### config.mk
export PLATFORM = sky130hd
export DESIGN_NAME = vtcb_front
export DESIGN_NICKNAME = d
export VERILOG_FILES = /design/src/design/vtcb_pkg.sv /design/src/design/vtcb_front.sv
export SDC_FILE = /design/constraint.sdc
export NUM_CORES = 1
export LEC_CHECK = 0
export BUFFER_PORTS_ARGS = -buffer_cell sky130_fd_sc_hd__buf_2
export CAP_MARGIN = 15
export CORE_AREA = 2 2 104 106
export CTS_CLUSTER_SIZE = 8
export DETAILED_ROUTE_END_ITERATION = 7
export DIE_AREA = 0 0 106 108
export GPL_TIMING_DRIVEN = 0
export MAX_ROUTING_LAYER = met4
export PLACE_DENSITY_LB_ADDON = 0.08
export SLEW_MARGIN = 30
export SYNTH_ARGS = -nofsm -noshare
export SYNTH_HDL_FRONTEND = slang
export SYNTH_SLANG_ARGS = --single-unit
### constraint.sdc
create_clock -name clk_i -period 1.9 [get_ports clk_i]
set_input_delay 0.19 -clock clk_i [delete_from_list [all_inputs] [get_ports clk_i]]
set_output_delay 0.19 -clock clk_i [all_outputs]
set_load 0.01 [all_outputs]
### src/design/vtcb_pkg.sv
// ----------------------------------------------------------------------------
// vtcb_pkg
// shared types, constants and helpers of the threshold and crop box block
// ----------------------------------------------------------------------------
package vtcb_pkg;

  localparam int SAMPLE_BITS = 16;
  localparam int MAX_DIM     = 1024;
  localparam int DIM_W       = 11;
  localparam int POS_W       = $clog2(MAX_DIM);
  localparam int BIN_W       = 31;
  localparam int SUM_W       = 46;
  localparam int PROD_W      = BIN_W + SAMPLE_BITS;
  localparam int THR_W       = 17;
  localparam int WALK_W      = SAMPLE_BITS + 1;
  localparam int BIN_COUNT   = 1 << SAMPLE_BITS;
  localparam int CFG_IDX_W   = 2;

  localparam int QDEPTH      = 4;
  localparam int QPTR_W      = $clog2(QDEPTH);
  localparam int QCNT_W      = $clog2(QDEPTH + 1);

  localparam logic [BIN_W-1:0] BIN_MAX = '1;
  localparam logic [SUM_W-1:0] SUM_MAX = '1;
  localparam logic [DIM_W-1:0] DIM_RESET = DIM_W'(256);

  localparam logic [CFG_IDX_W-1:0] REG_WIDTH  = CFG_IDX_W'(0);
  localparam logic [CFG_IDX_W-1:0] REG_HEIGHT = CFG_IDX_W'(1);
  localparam logic [CFG_IDX_W-1:0] REG_DEPTH  = CFG_IDX_W'(2);

  localparam logic KIND_THRESH = 1'b0;
  localparam logic KIND_BOX    = 1'b1;

  typedef enum logic [1:0] {
    CMD_HIST   = 2'd0,
    CMD_THRESH = 2'd1,
    CMD_BOX    = 2'd2,
    CMD_CLEAR  = 2'd3
  } cmd_e;

  typedef enum logic [1:0] {
    OP_COUNT,
    OP_WALK,
    OP_BOX,
    OP_CLEAR
  } op_e;

  typedef enum logic [2:0] {
    HS_INIT,
    HS_IDLE,
    HS_COUNT_WR,
    HS_CLEAR,
    HS_WALK,
    HS_RESULT
  } hist_state_e;

  typedef struct packed {
    cmd_e        command;
    logic [15:0] sample;
  } in_data_t;

  typedef struct packed {
    logic             result_kind;
    logic [THR_W-1:0] threshold;
    logic [9:0]       x_low;
    logic [9:0]       x_high;
    logic [9:0]       y_low;
    logic [9:0]       y_high;
    logic [10:0]      z_low;
    logic [9:0]       z_high;
    logic             box_empty;
  } out_data_t;

  typedef struct packed {
    op_e                    op;
    logic [SAMPLE_BITS-1:0] sample;
  } queue_entry_t;

  typedef struct packed {
    logic                 we;
    logic [CFG_IDX_W-1:0] index;
    logic [DIM_W-1:0]     data;
  } cfg_wr_t;

  typedef struct packed {
    logic                   start;
    op_e                    op;
    logic [SAMPLE_BITS-1:0] sample;
  } hist_cmd_t;

  typedef struct packed {
    logic             idle;
    logic             init_busy;
    logic             res_valid;
    logic [THR_W-1:0] thr;
  } hist_stat_t;

  typedef struct packed {
    logic                   sample_go;
    logic                   restart;
    logic [SAMPLE_BITS-1:0] sample;
  } box_cmd_t;

  // zero acts as one, anything above the largest dimension is clamped
  function automatic logic [DIM_W-1:0] eff_dim(logic [DIM_W-1:0] v);
    logic [DIM_W-1:0] r;
    if (v == '0) begin
      r = DIM_W'(1);
    end else if (v > DIM_W'(MAX_DIM)) begin
      r = DIM_W'(MAX_DIM);
    end else begin
      r = v;
    end
    return r;
  endfunction

endpackage

### src/design/vtcb_front.sv
// ----------------------------------------------------------------------------
// vtcb_front
// input side: takes transfers, classifies the command, queues the operation
// ----------------------------------------------------------------------------
module vtcb_front (
  input  logic                   clk_i,
  input  logic                   rst_ni,
  input  logic                   in_valid_i,
  output logic                   in_ready_o,
  input  vtcb_pkg::in_data_t     in_data_i,
  input  logic                   hold_i,
  output logic                   head_valid_o,
  output vtcb_pkg::queue_entry_t head_o,
  input  logic                   pop_i
);

  vtcb_pkg::queue_entry_t             fifo_q [vtcb_pkg::QDEPTH];
  vtcb_pkg::queue_entry_t             entry;
  logic [vtcb_pkg::QPTR_W-1:0]        wr_ptr_q, wr_ptr_d;
  logic [vtcb_pkg::QPTR_W-1:0]        rd_ptr_q, rd_ptr_d;
  logic [vtcb_pkg::QCNT_W-1:0]        count_q, count_d;
  logic                               push;

  // command decode
  always_comb begin
    entry.sample = in_data_i.sample[vtcb_pkg::SAMPLE_BITS-1:0];
    case (in_data_i.command)
      vtcb_pkg::CMD_HIST:   entry.op = vtcb_pkg::OP_COUNT;
      vtcb_pkg::CMD_THRESH: entry.op = vtcb_pkg::OP_WALK;
      vtcb_pkg::CMD_BOX:    entry.op = vtcb_pkg::OP_BOX;
      vtcb_pkg::CMD_CLEAR:  entry.op = vtcb_pkg::OP_CLEAR;
      default:              entry.op = vtcb_pkg::OP_BOX;
    endcase
  end

  assign in_ready_o   = (count_q != vtcb_pkg::QCNT_W'(vtcb_pkg::QDEPTH)) && !hold_i;
  assign push         = in_valid_i && in_ready_o;
  assign head_valid_o = (count_q != '0);
  assign head_o       = fifo_q[rd_ptr_q];

  always_comb begin
    wr_ptr_d = wr_ptr_q;
    rd_ptr_d = rd_ptr_q;
    count_d  = count_q;
    if (push) begin
      wr_ptr_d = wr_ptr_q + 1'b1;
    end
    if (pop_i) begin
      rd_ptr_d = rd_ptr_q + 1'b1;
    end
    if (push && !pop_i) begin
      count_d = count_q + 1'b1;
    end else if (!push && pop_i) begin
      count_d = count_q - 1'b1;
    end
  end

  always_ff @(posedge clk_i or negedge rst_ni) begin
    if (!rst_ni) begin
      wr_ptr_q <= '0;
      rd_ptr_q <= '0;
      count_q  <= '0;
    end else begin
      wr_ptr_q <= wr_ptr_d;
      rd_ptr_q <= rd_ptr_d;
      count_q  <= count_d;
    end
  end

  always_ff @(posedge clk_i) begin
    if (push) begin
      fifo_q[wr_ptr_q] <= entry;
    end
  end

endmodule

==> key figures, run 1 <==
Route
  • Drt via density: about 4.3
  • Routed via count: 1396
  • Final ANT Viol Nets: 0
  • DRC violations left: 0
  • First-pass DRT Iterations: 4
  • Final wirelength: about 5400 µm
  • Routed WL per cell: approximately 17 µm
  • Initial DRC count: 47

Clock network
  • CTS tree: built
  • Clk Latency, worst-skew pair: 0.34 ns
  • Root Driver: clkbuf_8
  • Clock Sinks: 79
  • TritonCTS buffer count: 9
  • H-tree levels: 3
  • Clock transition at the registers of the reported paths: ~0.08 ns
  • Clock buffer depth: 2

Power and ir drop
  • Pwr dens: ~1400 mW/mm²
  • Power Total: around 4.9 mW
  • Max rail drop VDD: 0.3875 mV
  • LEAKAGE: approximately 1.3 nW

Place
  • Setup WS pre-CTS: -0.05860 ns
  • Port buffer count: 40
  • Final Wtd Congestion: just under 0.7
  • DP Wirelength: ~3400 µm

Synthesis
  • Syn_area_per_cell: approximately 23 µm²
  • Mapped Nets: between 150 and 200
  • Distinct cells, synth: 21
  • Post-synthesis cell area: ~0.0030 mm²
  • Top_reg_cell synth: edfxtp_1
  • Register area share after synthesis: between 70% and 80%
  • YS warnings: 0
  • Syn Inst Count: approximately 130
  • Asr flop ratio synth: approximately 8.9%
  • Post-synth EDFFs: 72
  • Synth Register Bits: 79

Floorplan
  • Row cnt: 37
  • Die ar.: around 0.011 mm²
  • Chip height: 108 µm
  • Core Footprint: 0.01023 mm²
  • Die width: 106 µm
  • Top-Level Pins: 43
  • Initial Utilization: a little under 30%

Final layout
  • Synthesis-to-finish area growth: 19.53%
  • FF+latch area: roughly 0.0023 mm²
  • Commonest non-fill, non-tap cell in the layout: edfxtp_1
  • Post-layout net count: approximately 220
  • Most frequent cells in the layout: 72 x edfxtp_1, 40 x buf_2, 18 x mux4_2, 9 x clkbuf_8, 7 x dfrtp_1
  • Area of the multi-input gates: 653.1 µm²
  • Fill count: roughly 960
  • ANT cells: 0
  • Share of cells above drive strength 1: roughly 45%

Timing
  • Skew final: approximately 0.012 ns
  • Final Critical Period: roughly 1.8 ns
  • Final WS setup: roughly 0.1 ns
  • Final period util: about 95%
  • RSZ-0062 raised after global routing: no
  • Final Max Slew Viols: 0
  • Final setup viols: 0
  • Rel. slew slack: around three fifths
  • Endpoints failing hold: 0
  • Fmax achieved: about 560 MHz
  • Worst-margin pin slew: between 0.5 and 0.6 ns

Critical path
  • CP max stage delay: 0.53 ns
  • Startpoint types: flip-flop
  • Slowest cell on the critical path: mux4_2
  • Worst Path Arrival: 1.61 ns
  • CP Data Required Time: approximately 1.7 ns
  • Kind of critical path: flip-flop to primary output
  • Worst-path fanout max: 10
  • R2r setup slk: approximately 0.13 ns
  • Worst Setup End Kind: primary output
  • Crit path cell chain: buf_6 > mux4_2 > buf_2

GRT
  • Vias in the first global route: around 1600
  • Overall routing resource usage: 10.68%
  • First-pass GRT wire length: 8328 µm
  • Initial antenna violation count: 0
  • Gr ovfl total: 0
  • Largest net degree at the start of global routing: 19

Run status
  • Status: completed

Flow run
  • Max_cap viols: 0

Worst hold path
  • Worst Hold Class: input pin to flip-flop
report_power, final:
part	switching (mW)	total, mW	internal (mW)
registers	0.0998	2.25	2.15
logic	0.759	1.52	0.756
clock network	0.565	1.15	0.584
kinds of logic after synthesis:
family | count (synthesis) | synth area share (%)
mux | 20 | 14.12
buf+inv | 10 | 1.899
fa+ha+maj | 6 | 2.725
simple gates | 9 | 1.693
xor+xnor | 6 | 1.734
flops | 79 | 77.13
compound gates | 2 | 0.7019
registers in the layout, indices dropped and copies added (netlist names):
register and cells:
count_q 3, fifo_q 72, rd_ptr_q 2, wr_ptr_q 2
cell usage after synthesis (2+ instances only):
cell type / n / area, µm²
and2_1: 4 / 25.02
xnor2_1: 3 / 26.28
dfrtp_1: 7 / 175.2
mux2_2: 2 / 22.52
inv_1: 4 / 15.01
clkbuf_1: 2 / 7.510
xor2_1: 3 / 26.28
ha_1: 5 / 62.56
edfxtp_1: 72 / 2162
mux4_2: 18 / 405.4
buf_6: 2 / 22.52
area by class of cell:
cell class / count / share of cell area [%]
tap: 136 / 4.698
inverter: 4 / 0.4145
clock buffer: 9 / 3.420
sequential: 79 / 64.53
clock inverter: 6 / 1.451
multi-input combinational: 43 / 18.03
timing repair buffer: 43 / 6.218
buffer: 6 / 1.244
per-stage QoR:
stage | cells | setup TNS (ns) | instance area, µm² | utilization [%] | hold WS [ns]
after detailed placement | 308 | -0.05860 | 3406 | 33.29 | 0.03256
final | 326 | 0 | 3622 | 35.40 | 0.05579
after floorplan | 132 | 0 | 3030 | - | -0.1056
after global routing | 326 | 0 | 3622 | 35.40 | 0.03950
after CTS | 325 | 0 | 3615 | 35.33 | 0.03672
after global placement | 308 | -11.46 | 3401 | 33.24 | 0.03063
per-layer routing:
metal,wire length (µm),GRT usage [%],vias up
met5,0,-,-
met4,95,5.639,0
met3,185,2.712,8
met2,2828,17.74,33
met1,2330,11.97,722
li1,-,-,633
timing repair:
item / 4_1_cts / 5_1_grt
hold buffers: 1 / 0
hold endpoints to repair: 7 / 0
resized for setup: 3 / 0
buffers inserted: 1 / 1
pin swaps: 1 / 1
setup endpoints to repair: 10 / 1
critical path: cells and delay by family, from the launching register on:
| kind | cells | cell delay (ns) |
|---|---|---|
| mux | 1 | 0.53 |
| buf+inv | 2 | 0.36 |
| flops | 1 | 0.38 |
path summary, 6_finish.rpt:
kind                                          from                      end  cells after the start
setup / recovery           rd_ptr_q[0]$_DFFE_PN0P_               head_o[13]                      3
max in group asynchronous                   rst_ni  rd_ptr_q[1]$_DFFE_PN0P_                      2
hold reg to reg             count_q[2]$_DFFE_PN0P_   count_q[2]$_DFFE_PN0P_                      1
setup reg to reg            count_q[1]$_DFFE_PN0P_   count_q[2]$_DFFE_PN0P_                      8
hold / removal                               pop_i  rd_ptr_q[0]$_DFFE_PN0P_                      2
min in group asynchronous                   rst_ni   count_q[1]$_DFFE_PN0P_                      2
No activity file was read; power rests on OpenSTA's default activity.
==> inputs of run 2 (changes only) <==
--- a/config.mk
+++ b/config.mk
@@ -5,7 +5,7 @@
 export SDC_FILE = /design/constraint.sdc
 export NUM_CORES = 1
 export LEC_CHECK = 0
-export BUFFER_PORTS_ARGS = -buffer_cell sky130_fd_sc_hd__buf_2
+export BUFFER_PORTS_ARGS = -buffer_cell sky130_fd_sc_hd__clkbuf_2
 export CAP_MARGIN = 15
 export CORE_AREA = 2 2 104 106
 export CTS_CLUSTER_SIZE = 8
==> key figures, run 2 (synthesis gave the netlist of run 1 again) <==
Power and ir drop
  • Fraction of power spent switching nets: 30.00% (+1.1 points)
  • LEAKAGE: 1.248 nW (-0.66%)
  • Power Total: 4.806 mW (-2.2%)
  • Pwr dens: 1338 mW/mm² (-1.5%)
  • Power Internal: 3.364 mW (-3.7%)
  • Combinational Power Share: 31.6% (+0.8 points)
  • Clk network pwr share: 21.4% (-2.0 points)
  • Max rail drop VDD: 0.3692 mV (-4.7%)
  • Psw: 1.442 mW (+1.3%)
  • Reg power frac: 47.0% (+1.2 points)

Worst hold path
  • Worst Hold Class: input pin to flip-flop

Final layout
  • Fill count: 959 (+0.21%)
  • Share of cells above drive strength 1: 45.03% (-0.24 points)
  • ANT cells: 0 (unchanged)
  • Commonest non-fill, non-tap cell in the layout: edfxtp_1
  • Non-filler cells, final: 327 (+0.31%)
  • Reg with most FFs: fifo_q
  • Area of the multi-input gates: 643.1 µm² (-1.5%)
  • Design area: 0.003593 mm² (-0.79%)
  • Top Registers: fifo_q: 72 flops, count_q: 3 flops
  • Synthesis-to-finish area growth: 18.58%
  • Most frequent cells in the layout: 72 x edfxtp_1, 40 x clkbuf_2, 18 x mux4_2, 9 x clkbuf_8, 6 x dfrtp_1
  • FF+latch area: 0.002338 mm² (about the same)
  • Post-layout net count: 215 (unchanged)
  • Max reg flops: 72 (unchanged)

GRT
  • Gr ovfl total: 0 (unchanged)
  • First-pass GRT wire length: 8556 µm (+2.7%)
  • Initial antenna violation count: 0 (unchanged)
  • Largest net degree at the start of global routing: 19 (unchanged)
  • Overall routing resource usage: 10.92% (+0.23 points)
  • Vias in the first global route: 1589 (+0.82%)

Floorplan
  • Top-Level Pins: 43 (unchanged)
  • Row cnt: 37 (unchanged)
  • Die ar.: 0.01145 mm² (unchanged)
  • Initial Utilization: 29.62% (unchanged)
  • Chip height: 108 µm (unchanged)
  • Core Footprint: 0.01023 mm² (unchanged)
  • Die width: 106 µm (unchanged)

Critical path
  • Worst-path fanout max: 10 (unchanged)
  • Worst path most repeated cell: buf_4
  • CP Data Required Time: 1.71 ns (about the same)
  • Startpoint types: flip-flop
  • Crit path cell chain: buf_4 > buf_4 > mux4_2 > clkbuf_2
  • CP max stage delay: 0.34 ns (-0.19 ns)
  • Worst Setup End Kind: primary output
  • Kind of critical path: flip-flop to primary output
  • Slowest cell on the critical path: mux4_2
  • Worst Path Arrival: 1.62 ns (about the same)

Timing
  • Worst-margin pin slew: 0.5872 ns (+0.01172 ns)
  • Endpoints failing hold: 0 (unchanged)
  • Final WS setup: 0.08763 ns (-0.01253 ns)
  • Hold Slack: 0.05924 ns (+0.003458 ns)
  • Final period util: 95.39% (+0.66 points)
  • Final Max Slew Viols: 0 (unchanged)
  • Fmax achieved: 551.8 MHz (-0.69%)
  • Rel. slew slack: 60.85% (-0.78 points)
  • Final setup viols: 0 (unchanged)
  • Final Critical Period: 1.812 ns (+0.01253 ns)
  • Skew final: 0.006173 ns (-0.005523 ns)

Run status
  • Status: completed

Route
  • Routed via count: 1399 (+0.21%)
  • Drt via density: 4.278 (about the same)
  • Final wirelength: 5409 µm (-0.57%)
  • First-pass DRT Iterations: 4 (unchanged)
  • Final ANT Viol Nets: 0 (unchanged)
  • Routed WL per cell: 16.54 µm (-0.87%)
  • Initial DRC count: 52 (+11%)
  • DRC violations left: 0 (unchanged)

Clock network
  • Clock Sinks: 79 (unchanged)
  • Clk Latency, worst-skew pair: 0.34 ns (about the same)
  • Clock transition at the registers of the reported paths: 0.08 ns (about the same)
  • CTS tree: built
  • Clock buffer depth: 2 (unchanged)
  • H-tree levels: 3 (unchanged)
  • TritonCTS buffer count: 9 (unchanged)
  • Root Driver: clkbuf_8

Flow run
  • Max_cap viols: 0 (unchanged)

Place
  • Port buffer count: 40 (unchanged)
  • Setup WS pre-CTS: -0.05427 ns (+0.004335 ns)
  • DP Wirelength: 3372 µm (-0.22%)
  • Cell Area, Placed: 0.003406 mm² (unchanged)
  • Final Wtd Congestion: 0.6839 (about the same)
  • Dpl cells: 308 (unchanged)
-- run 2: cell type report --
type	instances	area share [%]
Sequential cell	79	65.08
Multi-Input combinational cell	43	17.90
Timing Repair Buffer	43	6.267
Tap cell	136	4.735
Clock buffer	11	3.656
Buffer	6	1.253
Clock inverter	5	0.6964
Inverter	4	0.4178
-- run 2: power by group through the flow --
| stage | combinational (mW) | clock [mW] | sequential (mW) |
|---|---|---|---|
| after detailed placement | 1.53 | 0 | 2.31 |
| after floorplan | 1.02 | 0 | 2.28 |
| after global placement | 1.50 | 0 | 2.29 |
| after global routing | 1.67 | 1.13 | 2.28 |
| after CTS | 1.55 | 1.07 | 2.27 |
| final | 1.52 | 1.03 | 2.26 |
-- run 2: timing repair --
action / 4_1_cts / 5_1_grt
resized for setup: 3 / 0
endpoints found under the setup margin: 10 / 1
buffers inserted: 0 / 2
hold buffers: 1 / 0
pin swaps: 1 / 1
hold endpoints to repair: 7 / 0
-- run 2: through the flow --
| step | util [%] | setup TNS, ns |
|---|---|---|
| 2_1_floorplan | - | 0 |
| 3_3_place_gp | 33.24 | -11.60 |
| 3_5_place_dp | 33.29 | -0.05427 |
| 4_1_cts | 34.98 | 0 |
| 5_1_grt | 35.12 | -0.006978 |
| 6_report | 35.12 | 0 |
-- run 2: path summary, 6_finish.rpt --
kind	slack, ns	cells past startpoint	start	endpoint
setup / recovery	0.09	4	rd_ptr_q[1]$_DFFE_PN0P_	head_o[13]
hold reg to reg	0.53	1	count_q[0]$_DFFE_PN0P_	count_q[0]$_DFFE_PN0P_
hold / removal	0.06	2	pop_i	rd_ptr_q[0]$_DFFE_PN0P_
max in group asynchronous	1.50	2	rst_ni	count_q[0]$_DFFE_PN0P_
min in group asynchronous	0.21	2	rst_ni	count_q[1]$_DFFE_PN0P_
setup reg to reg	0.12	8	count_q[0]$_DFFE_PN0P_	count_q[2]$_DFFE_PN0P_
-- run 2: per-layer routing --
layer / global-route usage (%) / part of all wire (%)
met1: 11.79 / 41
met2: 17.93 / 51
met3: 3.134 / 4.8
met4: 6.673 / 2.6
met5: - / 0
-- run 2: critical path, delay by kind of cell (launching register included) --
family | cells | cell delay, ns
mux | 1 | 0.34
buf+inv | 3 | 0.60
flops | 1 | 0.32
==> inputs of run 3 (changes only) <==
--- a/config.mk
+++ b/config.mk
@@ -5,12 +5,12 @@
 export SDC_FILE = /design/constraint.sdc
 export NUM_CORES = 1
 export LEC_CHECK = 0
-export BUFFER_PORTS_ARGS = -buffer_cell sky130_fd_sc_hd__clkbuf_2
 export CAP_MARGIN = 15
 export CORE_AREA = 2 2 104 106
 export CTS_CLUSTER_SIZE = 8
 export DETAILED_ROUTE_END_ITERATION = 7
 export DIE_AREA = 0 0 106 108
+export DONT_BUFFER_PORTS = 1
 export GPL_TIMING_DRIVEN = 0
 export MAX_ROUTING_LAYER = met4
 export PLACE_DENSITY_LB_ADDON = 0.08
==> key figures, run 3 (synthesis gave the netlist of run 1 again) <==
Run status
  • Status: completed

Route
  • Final wirelength: 5285 µm (-2.3%)
  • Routed WL per cell: 17.44 µm (+5.4%)
  • Drt via density: 4.347 (+1.6%)
  • DRC violations left: 0 (unchanged)
  • First-pass DRT Iterations: 4 (unchanged)
  • Routed via count: 1317 (-5.9%)
  • Initial DRC count: 20 (-62%)
  • Final ANT Viol Nets: 0 (unchanged)

Critical path
  • CP Data Required Time: 2.13 ns (+0.42 ns)
  • Slowest cell on the critical path: dfrtp_2
  • FF-to-FF path depth: 6 (-2)
  • Reg-to-reg endpoint: count_q[1]$_DFFE_PN0P_
  • R2R Path Start: count_q[0]$_DFFE_PN0P_
  • Startpoint types: flip-flop
  • Kind of critical path: flip-flop to flip-flop
  • Crit path cell chain: nor2_2 > a21oi_4 > ha_1 > inv_1 > fa_1 > mux2_2
  • Worst Path Arrival: 2.02 ns (+0.40 ns)
  • Worst Setup End Kind: flip-flop
  • R2r setup slk: 0.10 ns (-0.02 ns)
  • CP max stage delay: 0.44 ns (+0.10 ns)
  • Worst-path fanout max: 4 (-6)

Place
  • DP Wirelength: 3213 µm (-4.7%)
  • Port buffer count: 0 (-100%)
  • Final Wtd Congestion: 0.6998 (+2.3%)
  • Setup WS pre-CTS: -0.03480 ns (+0.01947 ns)
  • Cell Area, Placed: 0.003206 mm² (-5.9%)

Final layout
  • Most frequent cells in the layout: 72 x edfxtp_1, 18 x mux4_2, 18 x dlygate4sd3_1, 9 x clkbuf_8, 6 x dfrtp_1
  • Reg with most FFs: fifo_q
  • Area of the multi-input gates: 640.6 µm² (-0.39%)
  • ANT cells: 0 (unchanged)
  • Fill count: 952 (-0.73%)
  • Max reg flops: 72 (unchanged)
  • Core Util, Final: 35.33% (+0.21 points)
  • FF+latch area: 0.002338 mm² (unchanged)
  • Design area: 0.003615 mm² (+0.59%)
  • Synthesis-to-finish area growth: 19.28%
  • Post-layout net count: 192 (-11%)
  • Share of cells above drive strength 1: 28.74% (-16 points)
  • Top Registers: fifo_q: 72 flops, count_q: 3 flops
  • Commonest non-fill, non-tap cell in the layout: edfxtp_1

Clock network
  • Clk Latency, worst-skew pair: 0.34 ns (about the same)
  • Clock buffer depth: 2 (unchanged)
  • Clock transition at the registers of the reported paths: 0.07 ns (about the same)
  • Root Driver: clkbuf_8
  • H-tree levels: 3 (unchanged)
  • CTS tree: built
  • Clock Sinks: 79 (unchanged)
  • TritonCTS buffer count: 9 (unchanged)

Floorplan
  • Top-Level Pins: 43 (unchanged)
  • Core Footprint: 0.01023 mm² (unchanged)
  • Chip height: 108 µm (unchanged)
  • Initial Utilization: 29.62% (unchanged)
  • Die width: 106 µm (unchanged)
  • Die ar.: 0.01145 mm² (unchanged)
  • Row cnt: 37 (unchanged)

Timing
  • RSZ-0062 raised after global routing: no
  • Fmax achieved: 556.4 MHz (+0.84%)
  • Final setup viols: 0 (unchanged)
  • Rel. slew slack: 62.53% (+1.7 points)
  • Final period util: 94.60% (-0.79 points)
  • Worst-margin pin slew: 0.5621 ns (-0.02510 ns)
  • Final WS setup: 0.1026 ns (+0.01501 ns)
  • Skew final: 0.008293 ns (+0.002120 ns)
  • Endpoints failing hold: 0 (unchanged)
  • Final Max Slew Viols: 0 (unchanged)
  • Final TNS setup: 0 ns (unchanged)
  • Final Critical Period: 1.797 ns (-0.01501 ns)

Worst hold path
  • Hold_sp: in_data_i[16]
  • Worst hold path cell count: 1 (-1)
  • Worst Hold Class: input pin to flip-flop
  • Hold-critical path endpoint: fifo_q[1][16]$_DFFE_PP_

GRT
  • Largest net degree at the start of global routing: 19 (unchanged)
  • Vias in the first global route: 1409 (-11%)
  • Overall routing resource usage: 10.40% (-0.51 points)
  • First-pass GRT wire length: 7914 µm (-7.5%)
  • Gr ovfl total: 0 (unchanged)
  • Initial antenna violation count: 0 (unchanged)

Power and ir drop
  • Power Total: 4.884 mW (+1.6%)
  • Max rail drop VDD: 0.3974 mV (+7.6%)
  • Pwr dens: 1351 mW/mm² (+1.0%)
  • LEAKAGE: 1.182 nW (-5.3%)

Flow run
  • Max_cap viols: 0 (unchanged)
## run 3: cell count changes in the layout (fill, tap and decap cells not counted), sizes merged
cell | previous run | this run
clkinv | 4 | 3
dlygate4sd3 | 1 | 18
clkbuf | 53 | 12
bufinv | 0 | 2
buf | 6 | 5
## run 3: worst max-delay path by stage
stage	from	to	slack, ns	depth (start not counted)
after global placement	count_q[0]$_DFFE_PN0P_	fifo_q[0][9]$_DFFE_PP_	-0.12	3
after floorplan	count_q[0]$_DFFE_PN0P_	count_q[2]$_DFFE_PN0P_	0.13	8
after detailed placement	count_q[0]$_DFFE_PN0P_	count_q[2]$_DFFE_PN0P_	-0.03	8
after CTS	count_q[2]$_DFFE_PN0P_	count_q[2]$_DFFE_PN0P_	0.01	7
after global routing	count_q[0]$_DFFE_PN0P_	count_q[2]$_DFFE_PN0P_	0.01	8
final	count_q[0]$_DFFE_PN0P_	count_q[1]$_DFFE_PN0P_	0.10	6
## run 3: stage by stage
step | cells | hold WS (ns)
after floorplan | 132 | -0.1056
after global placement | 268 | -0.1054
after detailed placement | 268 | -0.1053
after CTS | 302 | 0.08587
after global routing | 303 | 0.09751
final | 303 | 0.1172
## run 3: area by class of cell
cell class	instances	area share [%]
Clock buffer	9	3.427
Clock inverter	6	2.388
Multi-Input combinational cell	43	17.72
Buffer	6	1.246
Timing Repair Buffer	20	5.400
Sequential cell	79	64.69
Tap cell	136	4.708
Inverter	4	0.4154
## run 3: routing by layer
metal / global-route usage [%] / share of wire (%) / wire length (µm)
met5: - / 0 / 0
met4: 5.639 / 1.9 / 101
met3: 3.797 / 5.3 / 280
met1: 10.40 / 39 / 2067
met2: 17.79 / 54 / 2836
## run 3: repair_timing
| item | CTS | global route |
|---|---|---|
| hold buffers | 18 | 0 |
| setup buffers | 1 | 1 |
| gates resized for setup | 1 | 1 |
| endpoints found under the hold margin | 73 | 0 |
| pin swaps | 1 | 1 |
| setup endpoints to repair | 1 | 5 |
## run 3: critical path, delay by kind of cell, from the launching register on
family,cells,cell delay (ns)
adders and majority gates,2,0.62
DFF,1,0.44
muxes,1,0.27
and+or+nand+nor,1,0.19
AOI/OAI and AO/OA,1,0.08
buffers and inverters,1,0.08
## run 3: report_power, final
group / total, mW / internal (mW) / switching [mW]
Combinational: 1.33 / 0.612 / 0.714
Sequential: 2.26 / 2.16 / 0.104
Clock: 1.30 / 0.729 / 0.569
Total: 4.88 / 3.50 / 1.39
